$ cat src/hdl/packed_bit_field_store_unit_defines.svh
// Assertion macros for the packed bit field store unit.
// Included by the top level; depends on nothing else.
`ifndef PACKED_BIT_FIELD_STORE_UNIT_DEFINES_SVH
`define PACKED_BIT_FIELD_STORE_UNIT_DEFINES_SVH

// Consequent must hold in the same cycle as the antecedent.
`define PBFS_ASSERT_NOW(lbl, clk, rst_n, ante, cons, msg) \
  lbl: assert property (@(posedge clk) disable iff (!rst_n) (ante) |-> (cons)) \
    else $error(msg);

// Consequent must hold in the cycle after the antecedent.
`define PBFS_ASSERT_NEXT(lbl, clk, rst_n, ante, cons, msg) \
  lbl: assert property (@(posedge clk) disable iff (!rst_n) (ante) |=> (cons)) \
    else $error(msg);

`endif

$ cat src/hdl/pbfs_pkg.sv
// Shared types, constants and helper functions of the packed bit field store.
// Used by every module of the block but pbfs_ram; depends on nothing.
package pbfs_pkg;

  localparam int unsigned WORD_BITS       = 64;
  localparam int unsigned OFF_W           = 6;
  localparam int unsigned STORE_WORDS_DEF = 1024;

  localparam int unsigned POS_W   = 16;
  localparam int unsigned FW_W    = 7;
  localparam int unsigned VAL_W   = 64;
  localparam int unsigned NXT_W   = 17;
  localparam int unsigned TB_W    = 17;
  localparam int unsigned START_W = POS_W + FW_W;
  localparam int unsigned BLK_W   = START_W - OFF_W;

  localparam int unsigned CFG_IDX_W  = 2;
  localparam int unsigned CFG_DATA_W = 17;

  localparam logic [CFG_IDX_W-1:0] REG_TOTAL_BITS   = 2'd0;
  localparam logic [CFG_IDX_W-1:0] REG_RECORD_WIDTH = 2'd1;

  localparam logic [TB_W-1:0] TOTAL_BITS_RST   = 17'h10000;
  localparam logic [FW_W-1:0] RECORD_WIDTH_RST = 7'd0;
  localparam logic [FW_W-1:0] MAX_FIELD_W      = 7'd64;

  localparam logic CMD_READ  = 1'b0;
  localparam logic CMD_WRITE = 1'b1;

  localparam int unsigned Q_DEPTH = 2;
  localparam int unsigned Q_PTR_W = 1;
  localparam int unsigned Q_CNT_W = 2;

  typedef struct packed {
    logic             cmd;
    logic             err;
    logic             noop;
    logic             straddle;
    logic [BLK_W-1:0] blk;
    logic [OFF_W-1:0] off;
    logic [FW_W-1:0]  weff;
    logic [VAL_W-1:0] val;
    logic [NXT_W-1:0] nxt;
  } pbfs_job_t;

  function automatic logic [WORD_BITS-1:0] low_ones(input logic [FW_W-1:0] w);
    logic [WORD_BITS-1:0] r;
    if (w >= MAX_FIELD_W) begin
      r = '1;
    end else begin
      r = (WORD_BITS'(1) << w) - WORD_BITS'(1);
    end
    return r;
  endfunction

endpackage

$ cat src/hdl/pbfs_queue.sv
// Two-entry job queue between the front end and the back end.
// Depends on pbfs_pkg for the job type and queue sizing.
module pbfs_queue (
  input  logic                clk_i,
  input  logic                rst_ni,
  input  logic                push_i,
  input  pbfs_pkg::pbfs_job_t job_i,
  output logic                full_o,
  input  logic                pop_i,
  output pbfs_pkg::pbfs_job_t head_o,
  output logic                empty_o
);
  import pbfs_pkg::*;

  pbfs_job_t          entries_q [Q_DEPTH];
  logic [Q_PTR_W-1:0] wr_ptr_q, rd_ptr_q;
  logic [Q_CNT_W-1:0] count_q, count_d;

  assign full_o  = count_q == Q_CNT_W'(Q_DEPTH);
  assign empty_o = count_q == '0;
  assign head_o  = entries_q[rd_ptr_q];

  always_comb begin
    count_d = count_q;
    if (push_i && !pop_i) begin
      count_d = count_q + Q_CNT_W'(1);
    end else if (pop_i && !push_i) begin
      count_d = count_q - Q_CNT_W'(1);
    end
  end

  always_ff @(posedge clk_i or negedge rst_ni) begin
    if (!rst_ni) begin
      wr_ptr_q <= '0;
      rd_ptr_q <= '0;
      count_q  <= '0;
    end else begin
      count_q <= count_d;
      if (push_i) begin
        wr_ptr_q <= wr_ptr_q + Q_PTR_W'(1);
      end
      if (pop_i) begin
        rd_ptr_q <= rd_ptr_q + Q_PTR_W'(1);
      end
    end
  end

  always_ff @(posedge clk_i) begin
    if (push_i) begin
      entries_q[wr_ptr_q] <= job_i;
    end
  end

endmodule

$ cat config.mk
export PLATFORM = sky130hd
export DESIGN_NAME = pbfs_queue
export DESIGN_NICKNAME = d
export VERILOG_FILES = /design/src/hdl/packed_bit_field_store_unit_defines.svh /design/src/hdl/pbfs_pkg.sv /design/src/hdl/pbfs_queue.sv
export SDC_FILE = /design/constraint.sdc
export NUM_CORES = 1
export LEC_CHECK = 0
export BUFFER_PORTS_ARGS = -buffer_cell sky130_fd_sc_hd__buf_2
export CAP_MARGIN = 40
export CORE_MARGIN = 5
export CORE_UTILIZATION = 50
export DETAILED_ROUTE_END_ITERATION = 8
export PLACE_DENSITY = 0.86
export SYNTH_ARGS = -nofsm -noshare
export SYNTH_HDL_FRONTEND = slang
export SYNTH_SLANG_ARGS = --single-unit
$ cat constraint.sdc
create_clock -name clk_i -period 6.75 [get_ports clk_i]
set_input_delay 1.0125 -clock clk_i [delete_from_list [all_inputs] [get_ports clk_i]]
set_output_delay 1.0125 -clock clk_i [all_outputs]
set_load 0.02 [all_outputs]
==> run summary <==
## Worst setup path
• 2760 ps — arrival time of the worst setup path
• 3 — worst reg2reg path depth
• 4660 ps — worst reg-to-reg setup slack
• reg2out — kind of critical path
• primary output — Critical Path End Type
• wr_ptr_q$_DFFE_PN0P_ — Crit Reg-Reg Startpoint
• 50 — highest fanout seen on the critical path
• 5740 ps — required time worst endpoint
• flip-flop — kind of start point of the critical path
• entries_q[1][113]$_DFFE_PP_ — end of the worst register-to-register path

## Cells and area
• 0 — number of antenna diodes
• 747 — Post-layout nets
• 25.22% — Area growth, synth to finish
• 0.6322 — Util after Layout
• 10820 um^2 — Finished Cell Area
• sky130_fd_sc_hd__buf_2, sky130_fd_sc_hd__edfxtp_1, sky130_fd_sc_hd__mux2_2, sky130_fd_sc_hd__mux2_4, sky130_fd_sc_hd__clkbuf_16 — most frequent cells in the layout
• sky130_fd_sc_hd__buf_2 — commonest non-fill, non-tap cell in the layout
• 869 — final cell count without fillers
• 0.6102 — share of post-route cells with drive strength above 1

## Global routing
• 0.1586 — Total Routing Usage GR
• 25070 um — first-pass GRT wire length
• 4803 — vias in the first global route
• 0 — total global routing overflow
• 2 — initial antenna violation count
• 58 — pin count of the biggest net entering global routing

## Timing
• 0 — number of pins exceeding their max-slew limit in the final report
• 0 — # setup viols final
• 265.2 MHz — upper clock frequency limit
• 13.12 ps — Clock Skew
• 756.8 ps — slew of the pin with the lowest slew margin
• 324.1 ps — final-layout worst hold slack
• 0.4954 — relative slew slack
• 0 — number of endpoints with negative hold slack in the final report
• 0.5585 — ratio of final minimum period to clock period
• 3770 ps — clock period minus worst slack
• 0 ps — setup_tns
• no — RSZ-0062 raised after global routing

## Flow run
• 0 — Max-cap violations

## Floorplanning
• 48 — row cnt
• 20010 um^2 — full die area
• 0.5048 — initial standard-cell utilization of the core
• 236 — io pins
• 141.5 um — floorplan die width
• 141.5 um — Die Y
• 17120 um^2 — core area

## Drt
• 5.051 — via-per-instance ratio
• 16630 um — DRT Wirelength
• 169 — First DRT Iteration DRCs
• 0 — Residual DRC
• 4 — TritonRoute pass-1 iters
• 19.14 um — drt wl/cell
• 0 — number of nets with antenna violations after detailed routing
• 4389 — number of vias after detailed routing

## Clocking
• 1 — CTS H-tree depth
• 60 ps — CTS clock-pin slew for the worst setup and hold paths
• 0 — total of hold buffers inserted after clock tree synthesis
• 500 ps — clock insertion delay at the later pin of the skew report
• sky130_fd_sc_hd__clkbuf_16 — master cell of the clock root buffer
• 0 — Post-CTS Setup Repair Bufs
• 23 — number of buffers added by the clock tree synthesis step
• 0 — number of gates resized after CTS
• 234 — number of clock sinks seen by CTS
• 3 — maximum clock path buffer count
• yes — CTS tree

## Synthesis
• 0.001448 — Post-Synth Adder-Cell Area
• 0 — synth warn
• 23.10 um^2 — Post-Synthesis Mean Instance Area
• 0.005068 — xor and xnor area share after synthesis
• 0.8109 — sequential cell area fraction in the yosys report
• 13 — number of distinct standard cells referenced by the synthesized netlist
• 0 — synthesized-area fraction occupied by ao, oa, aoi and oai cells
• 0.003041 — synthesized-area fraction occupied by and/or/nand/nor cells
• multiplexers — largest family of logic cells by synthesized area
• 8641 um^2 — summed instance area of the synthesized netlist
• 234 — number of flip-flops and latches in the synthesized netlist
• 494 — net count of the mapped netlist
• sky130_fd_sc_hd__edfxtp_1, sky130_fd_sc_hd__mux2_2, sky130_fd_sc_hd__mux2_4, sky130_fd_sc_hd__dfrtp_1, sky130_fd_sc_hd__buf_6 — ranking of synthesized cells by area
• 0.1672 — post-synthesis mux area share
• sky130_fd_sc_hd__edfxtp_1 — cell taking the most area after synthesis
• 374 — post-synthesis cell count
• 0.7993 — share of the synthesized area in the top cell type

## Power and ir drop
• 0.252 — fraction of power consumed by the clock network
• 0.323 — Comb pwr share
• 0.425 — sequential group share of total power
• 346.9 uV — IR Drop Worst-Case VDD
• 0.3141 — switching share of power
• 3.276 mW — internal power
• 1.500 mW — Psw
• 441.4 nW/um^2 — total power density per cell area
• 4.203 nW — Static Leakage

## Place
• 0.7773 — gp weighted congestion
• 11460 um — DP Wirelength
• 10090 um^2 — area after detailed placement
• 235 — buffers added on ports
• 827 — count of placed standard cells including taps

## Hold path
• in2async — Hold/Removal Path Class

## Run status
• finished, final reports clean — outcome

## area by class of cell
cell class / count / area [um^2]
Fill cell: 1193 / 6296
Tap cell: 225 / 281.5
Multi-Input combinational cell: 126 / 1538
Clock inverter: 17 / 142.6
Sequential cell: 234 / 7010
Inverter: 1 / 3.754
Clock buffer: 25 / 583.1
Timing Repair Buffer: 241 / 1261
## cells in the mapped netlist
master                     number
sky130_fd_sc_hd__nor2_1         2
sky130_fd_sc_hd__inv_1          1
sky130_fd_sc_hd__edfxtp_1     230
sky130_fd_sc_hd__dfrtp_1        4
sky130_fd_sc_hd__mux2_2        75
sky130_fd_sc_hd__buf_2          7
sky130_fd_sc_hd__and2_1         1
sky130_fd_sc_hd__mux2_4        40
sky130_fd_sc_hd__xor2_1         4
sky130_fd_sc_hd__nor2b_1        2
sky130_fd_sc_hd__buf_6          6
sky130_fd_sc_hd__ha_1           1
sky130_fd_sc_hd__xnor2_1        1
## sequential cells by signal, indices dropped and copies added (netlist names)
| signal | cells |
|---|---|
| wr_ptr_q | 1 |
| entries_q | 230 |
| rd_ptr_q | 1 |
| count_q | 2 |
## critical path, stage by stage, from the launching register on
cell and delay (ps):
sky130_fd_sc_hd__dfrtp_4 640, sky130_fd_sc_hd__buf_16 300, sky130_fd_sc_hd__buf_4 660, sky130_fd_sc_hd__mux2_2 420, sky130_fd_sc_hd__buf_2 160
## layer usage
layer / wire [um] / up-vias / GRT usage
li1: - / 1998 / -
met1: 6222 / 2160 / 0.1884
met2: 8675 / 193 / 0.2852
met3: 1348 / 34 / 0.04112
met4: 352 / 4 / 0.04697
met5: 31 / - / 0
## power by group through the flow
stage               registers [mW]  logic, mW  clock network, mW
floorplan                     2.05       1.13                  0
global placement              2.10       1.44                  0
detailed placement            2.06       1.56                  0
CTS                           2.04       1.57               1.23
global route                  2.05       1.63               1.30
finish                        2.03       1.54               1.20
## cell families after synthesis
logic type	Yosys count
flops	234
buf+inv	14
xor+xnor	5
simple gates	5
fa+ha+maj	1
mux	115
## worst max-delay path by stage
| stage | slack [ps] | start | to | cells past startpoint |
|---|---|---|---|---|
| floorplan | 140 | push_i | entries_q[0][0]$_DFFE_PP_ | 1 |
| global placement | 3320 | rd_ptr_q$_DFFE_PN0P_ | head_o[16] | 3 |
| detailed placement | 3490 | rd_ptr_q$_DFFE_PN0P_ | head_o[21] | 4 |
| CTS | 2970 | rd_ptr_q$_DFFE_PN0P_ | head_o[21] | 4 |
| global route | 2860 | rd_ptr_q$_DFFE_PN0P_ | head_o[19] | 4 |
| finish | 2980 | rd_ptr_q$_DFFE_PN0P_ | head_o[19] | 4 |
## stage by stage
step           power (mW)  setup WS, ps
2_1_floorplan       3.180         140.6
6_report            4.776          2980
3_5_place_dp        3.623          3488
5_1_grt             4.984          2860
3_3_place_gp        3.537          3322
4_1_cts             4.836          2970
(Power assumes the default switching activity.)
