### src/hdl/packed_bit_field_store_unit_defines.svh
// Assertion macros for the packed bit field store unit.
// Included by the top level; depends on nothing else.
`ifndef PACKED_BIT_FIELD_STORE_UNIT_DEFINES_SVH
`define PACKED_BIT_FIELD_STORE_UNIT_DEFINES_SVH

// Consequent must hold in the same cycle as the antecedent.
`define PBFS_ASSERT_NOW(lbl, clk, rst_n, ante, cons, msg) \
  lbl: assert property (@(posedge clk) disable iff (!rst_n) (ante) |-> (cons)) \
    else $error(msg);

// Consequent must hold in the cycle after the antecedent.
`define PBFS_ASSERT_NEXT(lbl, clk, rst_n, ante, cons, msg) \
  lbl: assert property (@(posedge clk) disable iff (!rst_n) (ante) |=> (cons)) \
    else $error(msg);

`endif

### src/hdl/pbfs_pkg.sv
// Shared types, constants and helper functions of the packed bit field store.
// Used by every module of the block but pbfs_ram; depends on nothing.
package pbfs_pkg;

  localparam int unsigned WORD_BITS       = 64;
  localparam int unsigned OFF_W           = 6;
  localparam int unsigned STORE_WORDS_DEF = 1024;

  localparam int unsigned POS_W   = 16;
  localparam int unsigned FW_W    = 7;
  localparam int unsigned VAL_W   = 64;
  localparam int unsigned NXT_W   = 17;
  localparam int unsigned TB_W    = 17;
  localparam int unsigned START_W = POS_W + FW_W;
  localparam int unsigned BLK_W   = START_W - OFF_W;

  localparam int unsigned CFG_IDX_W  = 2;
  localparam int unsigned CFG_DATA_W = 17;

  localparam logic [CFG_IDX_W-1:0] REG_TOTAL_BITS   = 2'd0;
  localparam logic [CFG_IDX_W-1:0] REG_RECORD_WIDTH = 2'd1;

  localparam logic [TB_W-1:0] TOTAL_BITS_RST   = 17'h10000;
  localparam logic [FW_W-1:0] RECORD_WIDTH_RST = 7'd0;
  localparam logic [FW_W-1:0] MAX_FIELD_W      = 7'd64;

  localparam logic CMD_READ  = 1'b0;
  localparam logic CMD_WRITE = 1'b1;

  localparam int unsigned Q_DEPTH = 2;
  localparam int unsigned Q_PTR_W = 1;
  localparam int unsigned Q_CNT_W = 2;

  typedef struct packed {
    logic             cmd;
    logic             err;
    logic             noop;
    logic             straddle;
    logic [BLK_W-1:0] blk;
    logic [OFF_W-1:0] off;
    logic [FW_W-1:0]  weff;
    logic [VAL_W-1:0] val;
    logic [NXT_W-1:0] nxt;
  } pbfs_job_t;

  function automatic logic [WORD_BITS-1:0] low_ones(input logic [FW_W-1:0] w);
    logic [WORD_BITS-1:0] r;
    if (w >= MAX_FIELD_W) begin
      r = '1;
    end else begin
      r = (WORD_BITS'(1) << w) - WORD_BITS'(1);
    end
    return r;
  endfunction

endpackage

### src/hdl/pbfs_front.sv
// Front end: configuration registers, item acceptance, start bit computation
// and classification of each access into a job. Depends on pbfs_pkg.
module pbfs_front #(
  parameter int unsigned STORE_WORDS = pbfs_pkg::STORE_WORDS_DEF
) (
  input  logic                            clk_i,
  input  logic                            rst_ni,
  input  logic                            cfg_valid_i,
  output logic                            cfg_ready_o,
  input  logic [pbfs_pkg::CFG_IDX_W-1:0]  cfg_index_i,
  input  logic [pbfs_pkg::CFG_DATA_W-1:0] cfg_data_i,
  input  logic                            start,
  output logic                            busy,
  input  logic                            cmd_i,
  input  logic [pbfs_pkg::POS_W-1:0]      position_i,
  input  logic [pbfs_pkg::FW_W-1:0]       field_width_i,
  input  logic [pbfs_pkg::VAL_W-1:0]      write_value_i,
  input  logic                            clearing_i,
  output logic                            push_o,
  output pbfs_pkg::pbfs_job_t             job_o,
  input  logic                            q_full_i
);
  import pbfs_pkg::*;

  localparam logic [START_W-1:0] CAP = START_W'(STORE_WORDS * WORD_BITS);

  logic [TB_W-1:0]    total_bits_q;
  logic [FW_W-1:0]    record_width_q;
  logic               stage_valid_q, stage_valid_d;
  logic               cmd_q;
  logic [POS_W-1:0]   pos_q;
  logic [FW_W-1:0]    fw_q;
  logic [VAL_W-1:0]   val_q;
  logic [START_W-1:0] start_q, start_d;
  logic               accept;

  logic               rec;
  logic [FW_W-1:0]    w;
  logic [TB_W-1:0]    limit;
  logic [START_W:0]   end_w;
  logic               w_big, start_ge, end_gt, val_wide, err;
  logic [FW_W-1:0]    weff;
  logic [OFF_W-1:0]   off;
  logic [NXT_W-1:0]   nxt;

  assign cfg_ready_o = 1'b1;

  always_ff @(posedge clk_i or negedge rst_ni) begin
    if (!rst_ni) begin
      total_bits_q   <= TOTAL_BITS_RST;
      record_width_q <= RECORD_WIDTH_RST;
    end else if (cfg_valid_i) begin
      if (cfg_index_i == REG_TOTAL_BITS) begin
        total_bits_q <= cfg_data_i[TB_W-1:0];
      end
      if (cfg_index_i == REG_RECORD_WIDTH) begin
        record_width_q <= cfg_data_i[FW_W-1:0];
      end
    end
  end

  assign busy   = clearing_i || (stage_valid_q && q_full_i);
  assign accept = start && !busy;
  assign push_o = stage_valid_q && !q_full_i;
  assign rec    = record_width_q != '0;

  always_comb begin
    if (rec) begin
      start_d = START_W'(position_i) * START_W'(record_width_q);
    end else begin
      start_d = START_W'(position_i);
    end
    stage_valid_d = accept || (stage_valid_q && !push_o);
  end

  always_ff @(posedge clk_i or negedge rst_ni) begin
    if (!rst_ni) begin
      stage_valid_q <= 1'b0;
    end else begin
      stage_valid_q <= stage_valid_d;
    end
  end

  always_ff @(posedge clk_i) begin
    if (accept) begin
      cmd_q   <= cmd_i;
      pos_q   <= position_i;
      fw_q    <= field_width_i;
      val_q   <= write_value_i;
      start_q <= start_d;
    end
  end

  always_comb begin
    w        = rec ? record_width_q : fw_q;
    limit    = ((START_W'(total_bits_q)) < CAP) ? total_bits_q : CAP[TB_W-1:0];
    end_w    = (START_W + 1)'(start_q) + (START_W + 1)'(w);
    w_big    = w > MAX_FIELD_W;
    start_ge = start_q >= START_W'(limit);
    end_gt   = end_w > (START_W + 1)'(limit);
    val_wide = (val_q & ~low_ones(w)) != '0;
    off      = start_q[OFF_W-1:0];
    nxt      = rec ? (NXT_W'(pos_q) + NXT_W'(1)) : end_w[NXT_W-1:0];
    weff     = w;
    if (cmd_q == CMD_READ) begin
      err = (w != '0) && (w_big || start_ge);
      if (!err && end_gt && (w != '0)) begin
        weff = FW_W'(START_W'(limit) - start_q);
      end
    end else begin
      err = w_big || end_gt || val_wide;
    end

    job_o.cmd      = cmd_q;
    job_o.err      = err;
    job_o.noop     = err || (weff == '0);
    job_o.straddle = ((OFF_W + 2)'(off) + (OFF_W + 2)'(weff)) > (OFF_W + 2)'(WORD_BITS);
    job_o.blk      = start_q[START_W-1:OFF_W];
    job_o.off      = off;
    job_o.weff     = weff;
    job_o.val      = val_q;
    job_o.nxt      = ((cmd_q == CMD_WRITE) && !err) ? nxt : '0;
  end

endmodule

### config.mk
export PLATFORM = sky130hd
export DESIGN_NAME = pbfs_front
export DESIGN_NICKNAME = d
export VERILOG_FILES = /design/src/hdl/packed_bit_field_store_unit_defines.svh /design/src/hdl/pbfs_pkg.sv /design/src/hdl/pbfs_front.sv
export SDC_FILE = /design/constraint.sdc
export NUM_CORES = 1
export LEC_CHECK = 0
export BUFFER_PORTS_ARGS = -buffer_cell sky130_fd_sc_hd__buf_2
export CORE_ASPECT_RATIO = 0.9
export CORE_MARGIN = 2
export CORE_UTILIZATION = 48
export DETAILED_ROUTE_END_ITERATION = 8
export PLACE_DENSITY = 0.79
export SLEW_MARGIN = 25
export SYNTH_ARGS = -nofsm -noshare
export SYNTH_HDL_FRONTEND = slang
export SYNTH_SLANG_ARGS = --single-unit
### constraint.sdc
create_clock -name clk_i -period 14.07 [get_ports clk_i]
set_input_delay 2.1105 -clock clk_i [delete_from_list [all_inputs] [get_ports clk_i]]
set_output_delay 2.1105 -clock clk_i [all_outputs]
set_load 0.05 [all_outputs]
==> impl_metrics.csv, run 1 <==
group,metric,value,unit
final_layout,register_area,0.00396,mm2
timing,finalSetupTns,0,ns
synth,synth_area,0.0126,mm2
floorplan,fp-row-count,56,
detailed_routing,drt_wl_total,39.3,mm
clocking,cts-root-buf,"clkbuf_16",
hold_path,holdPathStages,1,
detailed_routing,wl_per_cell,20.6,um
final_layout,finish.utilization,56.4,%
synth,synth_seq_cells,136,
clocking,hold_buffers,0,
floorplan,die_x,175,um
critical_path,critPathTopFamily,"simple AND/OR/NAND/NOR gates",
detailed_routing,first_pass_iters,7,
timing,worst_pin_slew,1.03,ns
critical_path,path_class,"reg -> out",
clocking,post-cts-setup-buffers,0,
hold_path,min_from,"total_bits_q[2]$_DFFE_PN0P_",
outcome,outcome,"completed",
job,maxCapViolCount,0,
timing,max_slew_margin,31.1,%
synth,postSynthCellCount,1351,
timing,fin_crit_sh,78.3,%
synth,synth-seq-area-share,31.5,%
timing,final_max_slew_viol_count,0,
critical_path,start_kind,"flop",
clocking,path_clk_slew,0.07,ns
clocking,clock_latency,0.44,ns
floorplan,initial_utilization,48.6,%
critical_path,crit_cells,35,
place,dp_cells,1876,
critical_path,cpMostUsedCell,"nor2_1",
timing,hold_viol,0,
global_route,antenna_found_initial,2,
power_and_ir_drop,power.density,210,mW/mm2
clocking,cts_resized,0,
detailed_routing,drtAntennaViolNets,0,
timing,timing.final.ws_setup,3.05,ns
floorplan,coreArea,0.0259,mm2
synth,ys.flop_type,"edfxtp_1",
place,post-place-ws,3.47,ns
synth,synthArstFlopShare,18.4,%
critical_path,worstPathRequired,11.96,ns
detailed_routing,avgViaCountPerCell,6.01,
critical_path,slowest_delay,0.96,ns
synth,synthesis.nets,1633,
synth,ys_types,90,
critical_path,ff2ff_path_depth,18,
final_layout,multi_input_area,0.00797,mm2
critical_path,crit_buf_inv,2,
timing,finalCriticalPeriod,11.02,ns
clocking,cts-htree-levels,4,
timing,fmax,90.8,MHz
final_layout,fill_cells,2297,
timing,clock_skew,0.0108,ns
power_and_ir_drop,irDropWorstVdd,0.177,mV
power_and_ir_drop,p_leak,0.00641,uW
place,numPortBuffers,229,
timing,grt_setup_unrepaired,"false",
detailed_routing,drtIter0Drc,1463,
floorplan,fp.dieH,158,um
place,hpwlAfterDp,30.7,mm
synth,synth_edf_count,111,
critical_path,end_kind,"primary output",
clocking,numClockSinks,136,
global_route,gr-total-overflow,0,
critical_path,crit_arrival,8.91,ns
global_route,grt_start_max_net_pins,68,
final_layout,drive_gt1_share,21.6,%
final_layout,nets,1829,
critical_path,cp_slowest_cell,"dfrtp_1",
detailed_routing,drc,0,
final_layout,mostFrequentLayoutCells,"buf_2, nand2_1, edfxtp_1, nor2_1, inv_1",
final_layout,final_cell_area,0.0146,mm2
synth,synth_top_area_share,26.5,%
clocking,clockBufferDepth,2,
critical_path,worstReg2RegStart,"record_width_q[6]$_DFFE_PN0P_",
place,place_congestion,0.970,
critical_path,crit_start,"record_width_q[6]$_DFFE_PN0P_",
hold_path,hp-class,"reg -> reg",
clocking,cts_buffers,17,
floorplan,ioPinCount,231,
final_layout,layout_commonest_cell,"buf_2",
place,place_area,0.0140,mm2
clocking,cts_tree,"built",
critical_path,path_max_fanout,28,
final_layout,instances_no_fill,1909,
timing,setup_viol,0,
synth,synth_top_cell_by_area,"edfxtp_1",
global_route,grt_pass1_wl,60.6,mm
final_layout,syn2layout_area_growth,16.1,%
detailed_routing,dr_total_vias,11471,
floorplan,dieArea,0.0275,mm2
synth,synth.avg_cell_area,9.32,um2
synth,synth_warnings,0,
global_route,grt_pass1_vias,11004,
global_route,track_usage,28.5,%
synth,synth.area.top_cells,"edfxtp_1, fa_1, ha_1",
-- stage by stage --
stage / power (uW) / hold slack (ns)
floorplan: 2080 / 0.464
global placement: 2530 / 0.479
detailed placement: 2570 / 0.493
CTS: 3050 / 0.509
global route: 3320 / 0.523
finish: 3070 / 0.507
-- synthesized netlist by cell type, types with 6 or more instances --
cell type	n
nor3_1	35
o31a_1	6
dfrtp_1	24
nand3_1	36
a21oi_1	67
buf_2	11
and3_1	11
o31ai_1	6
buf_1	12
clkbuf_1	38
o21ai_0	41
o211ai_1	14
inv_1	105
a211oi_2	8
or3_1	11
a32oi_1	7
and2_1	32
nand2_1	188
o21a_1	7
xor2_1	31
a21o_1	14
a31oi_1	12
nand4_1	22
xnor2_1	36
ha_1	97
mux2_2	25
a211oi_1	14
nor2_1	109
nand2b_1	8
nor4_1	8
edfxtp_1	111
fa_1	72
a2111oi_0	6
o21bai_1	7
-- path summary, 6_finish.rpt --
| check | to | slack (ns) |
|---|---|---|
| worst min-delay path | total_bits_q[2]$_DFFE_PN0P_ | 0.51 |
| max in group asynchronous | total_bits_q[6]$_DFFE_PN0P_ | 11.91 |
| worst min register to register | total_bits_q[2]$_DFFE_PN0P_ | 0.51 |
| worst max-delay path | job_o[111] | 3.05 |
| min in group asynchronous | total_bits_q[9]$_DFFE_PN0P_ | 1.71 |
| worst max register to register | start_q[21]$_SDFFCE_PN0P_ | 8.03 |
-- routing by layer --
metal  part of all wire (%)  global-route usage [%]
met2                     45                    44.1
met3                     10                    6.77
met1                     43                    40.2
met4                    2.4                    8.02
met5                      0                       0
-- kinds of logic (layout without fill, tap and decap cells) --
family	count (synthesis)	in the layout	share of synthesized area, %
XOR/XNOR	67	67	4.66
AND/OR/NAND/NOR	499	499	18.9
adder cells (fa/ha/maj)	170	170	21.2
flip-flops	136	136	31.5
buffers and inverters	174	383	5.45
multiplexers	27	27	2.40
AO/OA/AOI/OAI	277	277	15.9
other	1	2	0.0298
-- final cells by class --
cell class | instances | area share, %
antenna | 1 | 0.0171
clock buffer | 20 | 2.99
clock inverter | 12 | 1.03
inverter | 108 | 2.77
multi-input combinational | 1041 | 54.5
sequential | 136 | 27.1
tap | 348 | 2.98
timing repair buffer | 243 | 8.56
-- flip-flops by register name (all words and copies together), names as in the netlist --
| name | count |
|---|---|
| cmd_q | 1 |
| stage_valid_q | 1 |
| fw_q | 7 |
| start_q | 23 |
| val_q | 64 |
| total_bits_q | 17 |
| pos_q | 16 |
| record_width_q | 7 |
-- report_power, final --
part / switching (uW) / leakage, uW / internal (uW) / total [uW]
Clock: 184 / 0.000282 / 278 / 462
Sequential: 101 / 0.00133 / 552 / 653
Combinational: 1210 / 0.00479 / 747 / 1960
Total: 1490 / 0.00641 / 1580 / 3070
Note: power is estimated with default switching activity, not from simulation.
==> run 2: changes to the inputs <==
- ABC_AREA: unset -> 1
- PLACE_DENSITY: 0.79 -> 0.82
- clock period: 14.07 -> 9.3 ns (I/O delays scaled with it)
==> run 2 against run 1 <==
Against the previous run:
- highest routed layer is now met5
- largest cell class unchanged
- clock power rose by 48%
- die area is 8.0% higher
- synthesized area is 8.1% higher
- total power is 29% higher
- non-clock buffer count increased by 3
- final area rose by 7.0%
- clock skew increased by 0.0012 ns
- cell count is 22% higher
- largest power group unchanged
- utilization down 0.40 points
- via count is 13% higher
- sequential share of layout area shrank 1.8 points
==> impl_metrics.csv, run 2 <==
group,metric,value,unit
outcome,outcome,"completed",
detailed_routing,drtAntennaViolNets,0,
timing,clock_skew,0.0120,ns
critical_path,path_max_fanout,19,
final_layout,syn2layout_area_growth,14.8,%
timing,fmax,115,MHz
timing,setup_viol,0,
timing,finalSetupTns,0,ns
global_route,gr-total-overflow,0,
floorplan,fp.dieH,164,um
clocking,cts_tree,"built",
detailed_routing,first_pass_iters,7,
hold_path,hp-class,"reg -> reg",
timing,max_slew_margin,40.5,%
clocking,numClockSinks,136,
place,numPortBuffers,229,
synth,synth.avg_cell_area,7.78,um2
floorplan,fp-row-count,58,
final_layout,largest_reg_flops,64,
final_layout,multi_input_area,0.00839,mm2
synth,synth_top_area_share,24.5,%
critical_path,cp_slowest_cell,"ha_1",
final_layout,fill_cells,2536,
synth,synth_edf_count,111,
timing,hold_viol,0,
synth,ys.flop_type,"edfxtp_1",
power_and_ir_drop,power.density,254,mW/mm2
power_and_ir_drop,p_sw_share,49.8,%
global_route,antenna_found_initial,4,
synth,synth_seq_cells,136,
clocking,cts-root-buf,"clkbuf_16",
power_and_ir_drop,power_switching,1980,uW
clocking,cts-htree-levels,4,
global_route,grt_pass1_vias,12464,
critical_path,crit_cells,42,
timing,timing.final.ws_setup,0.641,ns
critical_path,crit_start,"record_width_q[3]$_DFFE_PN0P_",
final_layout,drive_gt1_share,19.7,%
detailed_routing,avgViaCountPerCell,5.55,
critical_path,critPathCapture,"job_o[111]",
timing,fin_crit_sh,93.1,%
job,maxCapViolCount,0,
timing,grt_setup_unrepaired,"false",
place,hpwlAfterDp,33.9,mm
synth,synthArstFlopShare,18.4,%
final_layout,layout_commonest_cell,"nand2_1",
detailed_routing,dr_total_vias,12925,
final_layout,mostFrequentLayoutCells,"nand2_1, inv_1, buf_2, nor2_1, edfxtp_1",
power_and_ir_drop,pwr-share-seq,22.3,%
critical_path,cpMostUsedCell,"nand2_1",
detailed_routing,wl_per_cell,18.4,um
detailed_routing,drtIter0Drc,1345,
global_route,track_usage,28.5,%
detailed_routing,drc,0,
global_route,grt_start_max_net_pins,69,
power_and_ir_drop,pwr-share-comb,60.5,%
critical_path,worstReg2RegStart,"record_width_q[3]$_DFFE_PN0P_",
timing,finalCriticalPeriod,8.66,ns
synth,synth_area,0.0136,mm2
final_layout,nets,2235,
synth,synth.area.top_cells,"edfxtp_1, nand2_1, fa_1",
critical_path,r2r_setup_slack,3.74,ns
floorplan,coreArea,0.0279,mm2
synth,synthesis.nets,2032,
synth,postSynthCellCount,1750,
synth,synth_top_cell_by_area,"edfxtp_1",
power_and_ir_drop,internal-power,2000,uW
final_layout,instances_no_fill,2328,
synth,yosysMostFrequentCell,"nand2_1",
clocking,hold_buffers,0,
power_and_ir_drop,irDropWorstVdd,0.174,mV
synth,netlist_top_cells_count,"nand2_1, inv_1, nor2_1",
power_and_ir_drop,p_leak,0.00855,uW
critical_path,ff2ff_path_depth,25,
floorplan,dieArea,0.0297,mm2
clocking,clock_latency,0.44,ns
clocking,cts_buffers,17,
place,dp_cells,2292,
place,place_congestion,1.04,
critical_path,crit_buf_inv,7,
critical_path,reg2reg_to,"start_q[21]$_SDFFCE_PN0P_",
critical_path,slowest_delay,0.37,ns
synth,synth_warnings,0,
place,post-place-ws,0.702,ns
critical_path,critPathTopFamily,"compound AO/OA/AOI/OAI gates",
timing,worst_pin_slew,0.893,ns
final_layout,regMostFlops,"val_q",
clocking,path_clk_slew,0.07,ns
floorplan,die_x,182,um
critical_path,crit_arrival,7.26,ns
floorplan,ioPinCount,231,
synth,synth-seq-area-share,29.1,%
global_route,grt_pass1_wl,65.5,mm
detailed_routing,drt_wl_total,42.8,mm
clocking,clockBufferDepth,2,
critical_path,end_kind,"primary output",
synth,ys_types,62,
power_and_ir_drop,clkPwrFrac,17.2,%
critical_path,start_kind,"flop",
timing,final_max_slew_viol_count,0,
critical_path,worstPathRequired,7.91,ns
critical_path,path_class,"reg -> out",
final_layout,reg_top3,"val_q (64), start_q (23), total_bits_q (17)",
floorplan,initial_utilization,48.7,%
final_layout,register_area,0.00396,mm2
-- run 2: changes by cell type after synthesis, moves of 17 or more --
cell / before / now
nor3_1: 35 / 9
nand2_1: 188 / 463
inv_1: 105 / 245
o21ai_0: 41 / 66
nand3_1: 36 / 109
nor2_2: 2 / 20
a21oi_1: 67 / 50
nor2_1: 109 / 154
nand4_1: 22 / 78
and2_1: 32 / 2
nor2_4: 0 / 22
-- run 2: how the worst min path moves through the flow --
stage	slack [ns]	cells after the start	startpoint	endpoint
after CTS	0.49	2	total_bits_q[2]$_DFFE_PN0P_	total_bits_q[2]$_DFFE_PN0P_
after floorplan	0.45	2	total_bits_q[0]$_DFFE_PN0P_	total_bits_q[0]$_DFFE_PN0P_
after global routing	0.51	2	total_bits_q[2]$_DFFE_PN0P_	total_bits_q[2]$_DFFE_PN0P_
after global placement	0.47	2	total_bits_q[1]$_DFFE_PN0P_	total_bits_q[1]$_DFFE_PN0P_
final	0.49	2	total_bits_q[2]$_DFFE_PN0P_	total_bits_q[2]$_DFFE_PN0P_
after detailed placement	0.47	2	total_bits_q[2]$_DFFE_PN0P_	total_bits_q[2]$_DFFE_PN0P_
-- run 2: power by group through the flow --
stage,registers [uW],logic [uW],clock network [uW]
2_1_floorplan,1010,1630,0
3_3_place_gp,894,2250,0
3_5_place_dp,893,2330,0
4_1_cts,881,2350,695
5_1_grt,892,2660,721
6_report,887,2400,686
-- run 2: metrics by stage --
| stage | utilization, % | power, uW | hold WS (ns) | cell area, um2 |
|---|---|---|---|---|
| after floorplan | - | 2640 | 0.453 | 13600 |
| after CTS | 55.7 | 3920 | 0.490 | 15600 |
| after global routing | 55.9 | 4270 | 0.509 | 15600 |
| after global placement | 53.6 | 3140 | 0.467 | 15000 |
| final | 56.0 | 3980 | 0.491 | 15600 |
| after detailed placement | 53.6 | 3220 | 0.473 | 15000 |
-- run 2: what timing repair did --
action,CTS,global route
endpoints found under the setup margin,0,1
buffers inserted,0,2
gates resized for setup,0,12
-- run 2: cell type report --
| type | instances | share of cell area, % |
|---|---|---|
| diodes | 2 | 0.0320 |
| clock buffers | 19 | 2.83 |
| clock inverters | 13 | 0.848 |
| inverters | 260 | 6.28 |
| multi-input cells | 1292 | 53.6 |
| flip-flops and latches | 136 | 25.3 |
| well taps | 360 | 2.88 |
| repair buffers | 246 | 8.15 |
-- run 2: logic make-up after synthesis --
family / Yosys count / synth area share [%]
and+or+nand+nor: 908 / 31.1
xor gates and xnor gates: 41 / 2.64
DFF: 136 / 29.1
buffers and inverters: 322 / 9.76
adders and majority gates: 169 / 19.5
other: 1 / 0.0275
muxes: 10 / 0.818
AOI/OAI and AO/OA: 163 / 7.04
-- run 2: layer usage --
layer,routed length (um),vias up,part of all wire [%],track usage [%]
li1,-,6093,-,-
met1,18300,6081,43,38.9
met2,18900,652,44,44.0
met3,4140,95,9.7,6.32
met4,1400,4,3.3,11.9
met5,27,-,0.063,0
-- run 2: tightest hold or removal path: stages, from the launching register on --
cell     delay [ns]
dfrtp_1        0.35
nand2_1        0.05
o21ai_0        0.06
==> run 3: changes to the inputs <==
- ABC_AREA: 1 -> unset
- CAP_MARGIN: unset -> 10
==> run 3 against run 2 <==
Against the previous run:
- first-iteration DRC count rose by 10%
- utilization up 1.1 points
- critical path depth decreased by 9
- fmax decreased by 2.6%
- clock power decreased by 0.6%
- highest routed layer is now met4
==> impl_metrics.csv, run 3 (synthesis gave the netlist of run 1 again) <==
group,metric,value,unit
critical_path,critPathTopFamily,"compound AO/OA/AOI/OAI gates",
detailed_routing,wl_per_cell,20.9,um
timing,setup_viol,0,
timing,fin_crit_sh,95.6,%
floorplan,dieArea,0.0275,mm2
timing,grt_setup_unrepaired,"false",
power_and_ir_drop,power.density,316,mW/mm2
critical_path,start_kind,"flop",
critical_path,slowest_delay,0.57,ns
critical_path,crit_start,"record_width_q[1]$_DFFE_PN0P_",
place,place_congestion,1.00,
floorplan,fp.dieH,158,um
floorplan,coreArea,0.0259,mm2
final_layout,reg_top3,"val_q (64), start_q (23), total_bits_q (17)",
global_route,track_usage,28.8,%
critical_path,path_class,"reg -> out",
clocking,path_clk_slew,0.06,ns
global_route,grt_pass1_vias,11434,
timing,hold_viol,0,
critical_path,worstPathRequired,7.91,ns
final_layout,syn2layout_area_growth,17.6,%
timing,finalCriticalPeriod,8.89,ns
floorplan,ioPinCount,231,
clocking,cts-htree-levels,4,
final_layout,regMostFlops,"val_q",
final_layout,largest_reg_flops,64,
timing,worst_pin_slew,1.00,ns
floorplan,fp-row-count,56,
detailed_routing,drtAntennaViolNets,0,
power_and_ir_drop,irDropWorstVdd,0.179,mV
global_route,grt_start_max_net_pins,67,
detailed_routing,drt_wl_total,40.2,mm
final_layout,layout_commonest_cell,"buf_2",
detailed_routing,first_pass_iters,6,
hold_path,min_from,"stage_valid_q$_DFF_PN0_",
critical_path,path_max_fanout,9,
critical_path,end_kind,"primary output",
place,numPortBuffers,229,
critical_path,crit_arrival,7.50,ns
place,hpwlAfterDp,31.1,mm
detailed_routing,avgViaCountPerCell,6.05,
floorplan,die_x,175,um
clocking,cts_tree,"built",
final_layout,drive_gt1_share,23.2,%
timing,final_max_slew_viol_count,0,
final_layout,mostFrequentLayoutCells,"buf_2, nand2_1, edfxtp_1, nor2_1, inv_1",
detailed_routing,drc,0,
timing,finalSetupTns,0,ns
outcome,outcome,"completed",
timing,fmax,112,MHz
final_layout,finish.utilization,57.1,%
final_layout,diodes,0,
global_route,gr-total-overflow,0,
clocking,cts_buffers,17,
timing,clock_skew,0.00815,ns
final_layout,nets,1845,
detailed_routing,drtIter0Drc,1481,
global_route,grt_pass1_wl,61.9,mm
clocking,clock_latency,0.43,ns
detailed_routing,dr_total_vias,11632,
clocking,numClockSinks,136,
hold_path,hp-class,"reg -> reg",
power_and_ir_drop,p_leak,0.00649,uW
timing,max_slew_margin,32.4,%
floorplan,initial_utilization,48.6,%
critical_path,worstReg2RegStart,"record_width_q[3]$_DFFE_PN0P_",
clocking,clockBufferDepth,2,
job,maxCapViolCount,0,
final_layout,fill_cells,2252,
global_route,antenna_found_initial,0,
critical_path,crit_buf_inv,2,
clocking,cts-root-buf,"clkbuf_16",
critical_path,cp_slowest_cell,"dfrtp_1",
## run 3: final cells by class
type	instances	area, um2	share of cell area [%]
Tap cell	348	435	2.94
Inverter	108	405	2.74
Multi-Input combinational cell	1041	8040	54.3
Timing Repair Buffer	259	1380	9.32
Sequential cell	136	3960	26.8
Clock inverter	14	150	1.01
Clock buffer	18	429	2.90
## run 3: routing by layer
layer,wire length [um],GRT usage [%],vias up,share of wire (%)
met2,18100,44.0,675,45
met3,4070,6.99,101,10
met1,16900,40.6,5598,42
met5,0,0,-,0
li1,-,-,5258,-
met4,1080,9.13,0,2.7
## run 3: final timing paths
| check | endpoint | slack [ns] | depth (start not counted) |
|---|---|---|---|
| hold reg to reg | stage_valid_q$_DFF_PN0_ | 0.51 | 1 |
| hold / removal | stage_valid_q$_DFF_PN0_ | 0.51 | 1 |
| setup / recovery | job_o[111] | 0.41 | 33 |
| max in group asynchronous | record_width_q[6]$_DFFE_PN0P_ | 7.77 | 1 |
| setup reg to reg | start_q[22]$_SDFFCE_PN0P_ | 3.40 | 21 |
| min in group asynchronous | total_bits_q[15]$_DFFE_PN0P_ | 1.02 | 1 |
## run 3: worst register-to-register path: cells and delay by family, from the launching register on
family | cells | cell delay, ns
flip-flops | 1 | 0.53
AO/OA/AOI/OAI | 7 | 1.96
buffers and inverters | 4 | 0.46
AND/OR/NAND/NOR | 4 | 0.36
adder cells (fa/ha/maj) | 5 | 2.19
XOR/XNOR | 1 | 0.16
## run 3: timing repair
action                     CTS  global route
setup endpoints to repair    1             1
hold buffers                 0             0
hold endpoints to repair     0             0
buffers inserted             0             4
resized for setup            1            14
pin swaps                    0             0
## run 3: per-stage QoR
step / area [um2] / instances / total power (uW) / setup WS (ns) / hold WS (ns)
4_1_cts: 14700 / 1920 / 4610 / 0.00751 / 0.514
3_5_place_dp: 14100 / 1888 / 3900 / 0.221 / 0.497
6_report: 14800 / 1924 / 4680 / 0.409 / 0.510
2_1_floorplan: 12600 / 1351 / 3150 / 0.126 / 0.464
5_1_grt: 14800 / 1924 / 5040 / 0.0292 / 0.528
3_3_place_gp: 14100 / 1888 / 3820 / 0.455 / 0.484
## run 3: report_power, final
group / total (uW) / switching (uW) / internal (uW)
combinational: 3050 / 1890 / 1150
sequential: 953 / 116 / 836
clock: 682 / 285 / 396
total: 4680 / 2300 / 2390
